`config.mk`:
```
export PLATFORM = sky130hd
export DESIGN_NAME = dgcd_ctrl
export DESIGN_NICKNAME = d
export VERILOG_FILES = /design/src/rtl/dgcd_pkg.sv /design/src/rtl/dgcd_ctrl.sv
export SDC_FILE = /design/constraint.sdc
export NUM_CORES = 1
export LEC_CHECK = 0
export ABC_AREA = 1
export BUFFER_PORTS_ARGS = -buffer_cell sky130_fd_sc_hd__clkbuf_2
export CORE_MARGIN = 1.5
export CORE_UTILIZATION = 30
export CTS_CLUSTER_SIZE = 40
export DETAILED_ROUTE_END_ITERATION = 6
export HOLD_SLACK_MARGIN = 0.06
export MAX_ROUTING_LAYER = met4
export PLACE_DENSITY = 0.58
export SKIP_LAST_GASP = 1
export SYNTH_ARGS = -nofsm -noshare
export SYNTH_HDL_FRONTEND = slang
export SYNTH_SLANG_ARGS = --single-unit
```
`constraint.sdc`:
```
create_clock -name clk -period 1.03 [get_ports clk]
set_input_delay 0.103 -clock clk [delete_from_list [all_inputs] [get_ports clk]]
set_output_delay 0.103 -clock clk [all_outputs]
set_load 0.03 [all_outputs]
```
`src/rtl/dgcd_pkg.sv`:
```
// ----------------------------------------------------------------------------
// dgcd_pkg
// Shared constants and controller/datapath interface types for the
// directed graph cycle detector.
// ----------------------------------------------------------------------------
package dgcd_pkg;

  localparam int MAX_VERTICES_DEFAULT = 64;

  localparam int FIELD_W  = 6;
  localparam int COUNT_W  = 7;

  localparam logic [COUNT_W-1:0] VERTEX_COUNT_RESET = 7'd64;

  // controller -> datapath
  typedef struct packed {
    logic clear_row;    // zero one adjacency row, advance sweep
    logic clear_marks;  // zero visited/on-path marks, root index, stack pointer
    logic load;         // edge request accepted
    logic start_root;   // begin a walk at the root index
    logic root_inc;     // next root candidate
    logic cursor_inc;   // next column of the current row
    logic push;         // descend into the column vertex
    logic pop;          // drop current frame, fetch parent
    logic pop_load;     // parent frame arrives into the top registers
    logic pop_frame;    // current vertex leaves the path
    logic set_result;   // load the output register
    logic result_val;
  } cmd_t;

  // datapath -> controller
  typedef struct packed {
    logic clear_last;
    logic root_done;
    logic root_visited;
    logic scan_end;
    logic edge_bit;
    logic target_on_path;
    logic target_visited;
    logic stack_empty;
    logic out_busy;
  } status_t;

endpackage

```
`src/rtl/dgcd_ctrl.sv`:
```
// ----------------------------------------------------------------------------
// dgcd_ctrl
// Sequencer: clear sweep, edge load, root loop, depth-first walk, result.
// ----------------------------------------------------------------------------
module dgcd_ctrl (
  input  logic              clk,
  input  logic              rst,
  input  logic              in_valid,
  input  logic              in_last,
  output logic              in_ready,
  input  dgcd_pkg::status_t st,
  output dgcd_pkg::cmd_t    cmd
);
  import dgcd_pkg::*;

  localparam logic [2:0] ST_CLEAR  = 3'd0;
  localparam logic [2:0] ST_LOAD   = 3'd1;
  localparam logic [2:0] ST_ROOT   = 3'd2;
  localparam logic [2:0] ST_WAIT   = 3'd3;
  localparam logic [2:0] ST_SCAN   = 3'd4;
  localparam logic [2:0] ST_POP    = 3'd5;
  localparam logic [2:0] ST_RESULT = 3'd6;

  logic [2:0] state, state_next;
  logic       found, found_next;

  always_ff @(posedge clk) begin
    if (rst) begin
      state <= ST_CLEAR;
      found <= 1'b0;
    end else begin
      state <= state_next;
      found <= found_next;
    end
  end

  always_comb begin
    state_next = state;
    found_next = found;
    cmd        = '0;
    in_ready   = 1'b0;
    cmd.result_val = found;
    unique case (state)
      ST_CLEAR: begin
        cmd.clear_row   = 1'b1;
        cmd.clear_marks = 1'b1;
        found_next      = 1'b0;
        if (st.clear_last) state_next = ST_LOAD;
      end
      ST_LOAD: begin
        in_ready = 1'b1;
        cmd.load = in_valid;
        if (in_valid && in_last) state_next = ST_ROOT;
      end
      ST_ROOT: begin
        if (st.root_done) begin
          state_next = ST_RESULT;
        end else if (st.root_visited) begin
          cmd.root_inc = 1'b1;
        end else begin
          cmd.start_root = 1'b1;
          state_next     = ST_WAIT;
        end
      end
      ST_WAIT: begin
        state_next = ST_SCAN;
      end
      ST_SCAN: begin
        if (st.scan_end) begin
          cmd.pop_frame = 1'b1;
          if (st.stack_empty) begin
            cmd.root_inc = 1'b1;
            state_next   = ST_ROOT;
          end else begin
            cmd.pop    = 1'b1;
            state_next = ST_POP;
          end
        end else if (!st.edge_bit) begin
          cmd.cursor_inc = 1'b1;
        end else if (st.target_on_path) begin
          found_next = 1'b1;
          state_next = ST_RESULT;
        end else if (st.target_visited) begin
          cmd.cursor_inc = 1'b1;
        end else begin
          cmd.push   = 1'b1;
          state_next = ST_WAIT;
        end
      end
      ST_POP: begin
        cmd.pop_load = 1'b1;
        state_next   = ST_WAIT;
      end
      ST_RESULT: begin
        if (!st.out_busy) begin
          cmd.set_result = 1'b1;
          state_next     = ST_CLEAR;
        end
      end
      default: begin
        state_next = ST_CLEAR;
      end
    endcase
  end

endmodule

```
After elaboration in Yosys (flattened, before gate mapping)
Index checks and enable logic that the tools add are counted.

word-level totals
  ROM bits = 0
  bits in writable memories = 0
  flip-flop bits (word level) = 4
  latch bits = 0
  memories = 0
  output and inout bits = 13
  input port bits = 13
  logic and storage cells = 61

cells by class
  add/sub/neg operators = 0
  multiplexer cells = 39
  bitwise gates (word level) = 0
  $lt $le $gt $ge = 0
  multiply operators = 0
  equal/unequal tests = 15
  reduce and logical (&&, ||, !) cells = 5
  div/mod/pow operators = 0
  shift operators = 0

operator list
  operator            number
  $mux 3              11
  $mux 1              21
  $pmux 3 s7          1
  $ne 2x2->1 const B  6
  $eq 3x3->1 const B  3
  $mux 2              4
  $eq 3x2->1 const B  2
  $ne 3x3->1 const B  2
  $reduce_and 6->1    1
  $ne 4x4->1 const B  1
  $pmux 1 s2          2
  $reduce_and 4->1    1
  $eq 3x1->1 const B  1
  $logic_not 3->1     1
  $reduce_bool 2->1   1
  $logic_and 1x1->1   1

Depth between registers and ports, before layout
  depth in word-level cells = 5
  gate-level depth with buffers = 9
  gate-level depth less buffers = 9

Worst setup path before layout
No wires, ideal clock.

  kind = register to output
  start = register state[1]
  end = output port cmd[1] in the netlist's numbering
  buffers on the path = 0
  path slack = -545 ps
  required time = 927 ps
  stages on the path, launching flop included = 3
  arrival = 1,472 ps
  cell sequence = dfxtp_1 > inv_2 > nor4_1

RTL lines
  what                    line             RTL
  start, declared         dgcd_ctrl.sv:24  logic [2:0] state, state_next;
  start signal, assigned  dgcd_ctrl.sv:32  state <= state_next;
  end, declared           dgcd_ctrl.sv:12  output dgcd_pkg::cmd_t cmd

==> metrics.txt <==
max-cap violation count=0; CP Launch Type=flop; I/O pins=26; pin count of the biggest net entering global routing=8; Worst Setup SP=state[1]; reg2reg start=state[1]; Initial Util=33.73%; Final Util=78.41%; placed wire-length estimate=1090 um; Die Y=41.97 um; drt initial violations=4; final instance area=1059 sq um; class of the worst hold path=in2reg; die area=1761 sq um; Cells after Synth=77; routed vias/inst=4.610; Final min period=1.403 ns; CP Capture Type=output port; failing checks=negative setup slack; routability cong.=0.8538; Final Worst Setup Slack=-0.3735 ns; RR Endpoint=state[2]; PwrDens=3076 nW/um^2; Synth Flop Type=dfxtp_1; placed inst area=748.2 sq um; P_leak=0.5235 nW; Avg Cell Area, Syn=5.915 sq um; Final period util=136.3%; clock buffer depth=2; smallest hold slack=0.2818 ns; total wire length=1699 um; Max Clock Skew=0.005109 ns; fillers=94; first-pass GRT wire length=2608 um; Num CTS Buffers=3; TritonCTS clock tree=done; relative slew slack=86.59%; most frequent cell after synthesis=nand2_1; Synth-to-Final Area Change=132.4%; Crit Path Class=reg2out; Worst R2R Setup Slack=-0.31 ns; area of the mapped netlist=455.4 sq um; Root Driver=clkbuf_4; drt pass-1 iters=4; Site Rows=13; synthesized flop and latch total=4; Worst VDD drop=1758 uV; fmax=0.7125 GHz; clock slew at reported path FFs=0.04 ns; Total GRT Usage=19.78%; Ys Warns=0; Setup crit end=cmd[10]; Nets=141; final hold vios=0; Max Slew Vio Count=0; largest area contributor in the netlist=dfxtp_1; CTS Sinks=4; Cell variety after synth=21; critical path arrival=1.30 ns; core area=1350 sq um; CP Max Fanout=7; final setup vio count=16; Synth top area share=17.58%; register area share after synthesis=17.58%; initial antenna violation count=0; total gr overflow=0; largest cells by area after synthesis=dfxtp_1 (18%), nand2_1 (16%), inv_1 (9.9%); Worst-Skew Late Latency=0.24 ns; # diodes=0; Post-DRT Antenna Nets=0; Die X=41.97 um; I/O Buffers=25; layout cells sized above 1=70.63%; via count=650; status=finished with violations; Post-synth EDFFs=0; Worst R2R Path Depth=9; worst-margin pin slew=0.1997 ns; Syn Nets=90; Post-Place Worst Slack=-0.2881 ns; routed len/inst=12.05 um; via count of the first global-routing pass=615; RSZ-0062 raised after global routing=true; setup TNS=-4.635 ns; Synth top cells by count=nand2_1 (20), inv_1 (12), nor2_1 (10); Residual DRC=0; htree depth=1; fraction of registers with async set/reset=0%; worst endpoint required time=0.93 ns
stage by stage:
| step | total power, mW | instances |
|---|---|---|
| floorplan | 1.543 | 77 |
| global placement | 2.035 | 129 |
| detailed placement | 2.035 | 129 |
| CTS | 2.804 | 138 |
| global route | 3.447 | 141 |
| finish | 3.256 | 141 |
flip-flops by register name (all words and copies together), names as in the netlist:
name / cells
found: 1
state: 3
worst max-delay path, stage by stage, from the launching register on:
cell,delay (ns)
dfxtp_4,0.38
nor2_4,0.18
buf_4,0.15
nand2_2,0.06
buf_6,0.12
inv_6,0.05
buf_8,0.11
report_power, final:
group          internal (mW)  total, mW  switching, mW
Sequential             0.256      0.421          0.165
Clock                  0.131      0.204         0.0729
Combinational           1.28       2.63           1.36
how the worst min path moves through the flow:
stage / end / startpoint / slack, ns / cells past startpoint
6_report: state[2] / st[7] / 0.28 / 5
5_1_grt: state[2] / st[7] / 0.31 / 5
4_1_cts: state[2] / st[7] / 0.27 / 5
3_5_place_dp: found / rst / 0.30 / 2
3_3_place_gp: found / rst / 0.29 / 2
2_1_floorplan: found / rst / 0.18 / 1
kinds of logic after synthesis:
family          synth area share (%)
simple gates                   60.72
buf+inv                        17.31
flops                          17.58
compound gates                 4.398
placed cells by master, fill, tap and decap left out, types with 3 or more instances in the layout:
master,count
clkbuf_4,4
buf_4,17
nand2_1,14
inv_1,9
nor2_1,3
nand2_2,6
nor2_4,9
clkbuf_2,13
nor2_2,5
buf_6,6
buf_8,7
dfxtp_4,3
nand3_1,3
inv_4,3
clkbuf_8,4
layer usage:
layer / global-route usage [%] / routed length, um / vias to the layer above
met5: - / 0 / -
met4: 1.935 / 0 / 0
met3: 5.217 / 52 / 0
met2: 35.94 / 932 / 18
met1: 22.25 / 713 / 293
li1: - / - / 339
area by class of cell:
type	count	area [sq um]	area share, %
repair buffers	49	437.9	41.37
multi-input cells	56	422.9	39.95
flip-flops and latches	4	91.34	8.629
inverters	14	65.06	6.147
clock buffers	3	22.52	2.128
well taps	15	18.77	1.773
timing repair:
item,in CTS,in global routing
setup buffers,5,3
hold endpoints to repair,1,0
setup endpoints to repair,16,16
gates resized for setup,41,23
pin swaps,4,8
hold buffers,1,0
No activity file was read; power rests on OpenSTA's default activity.
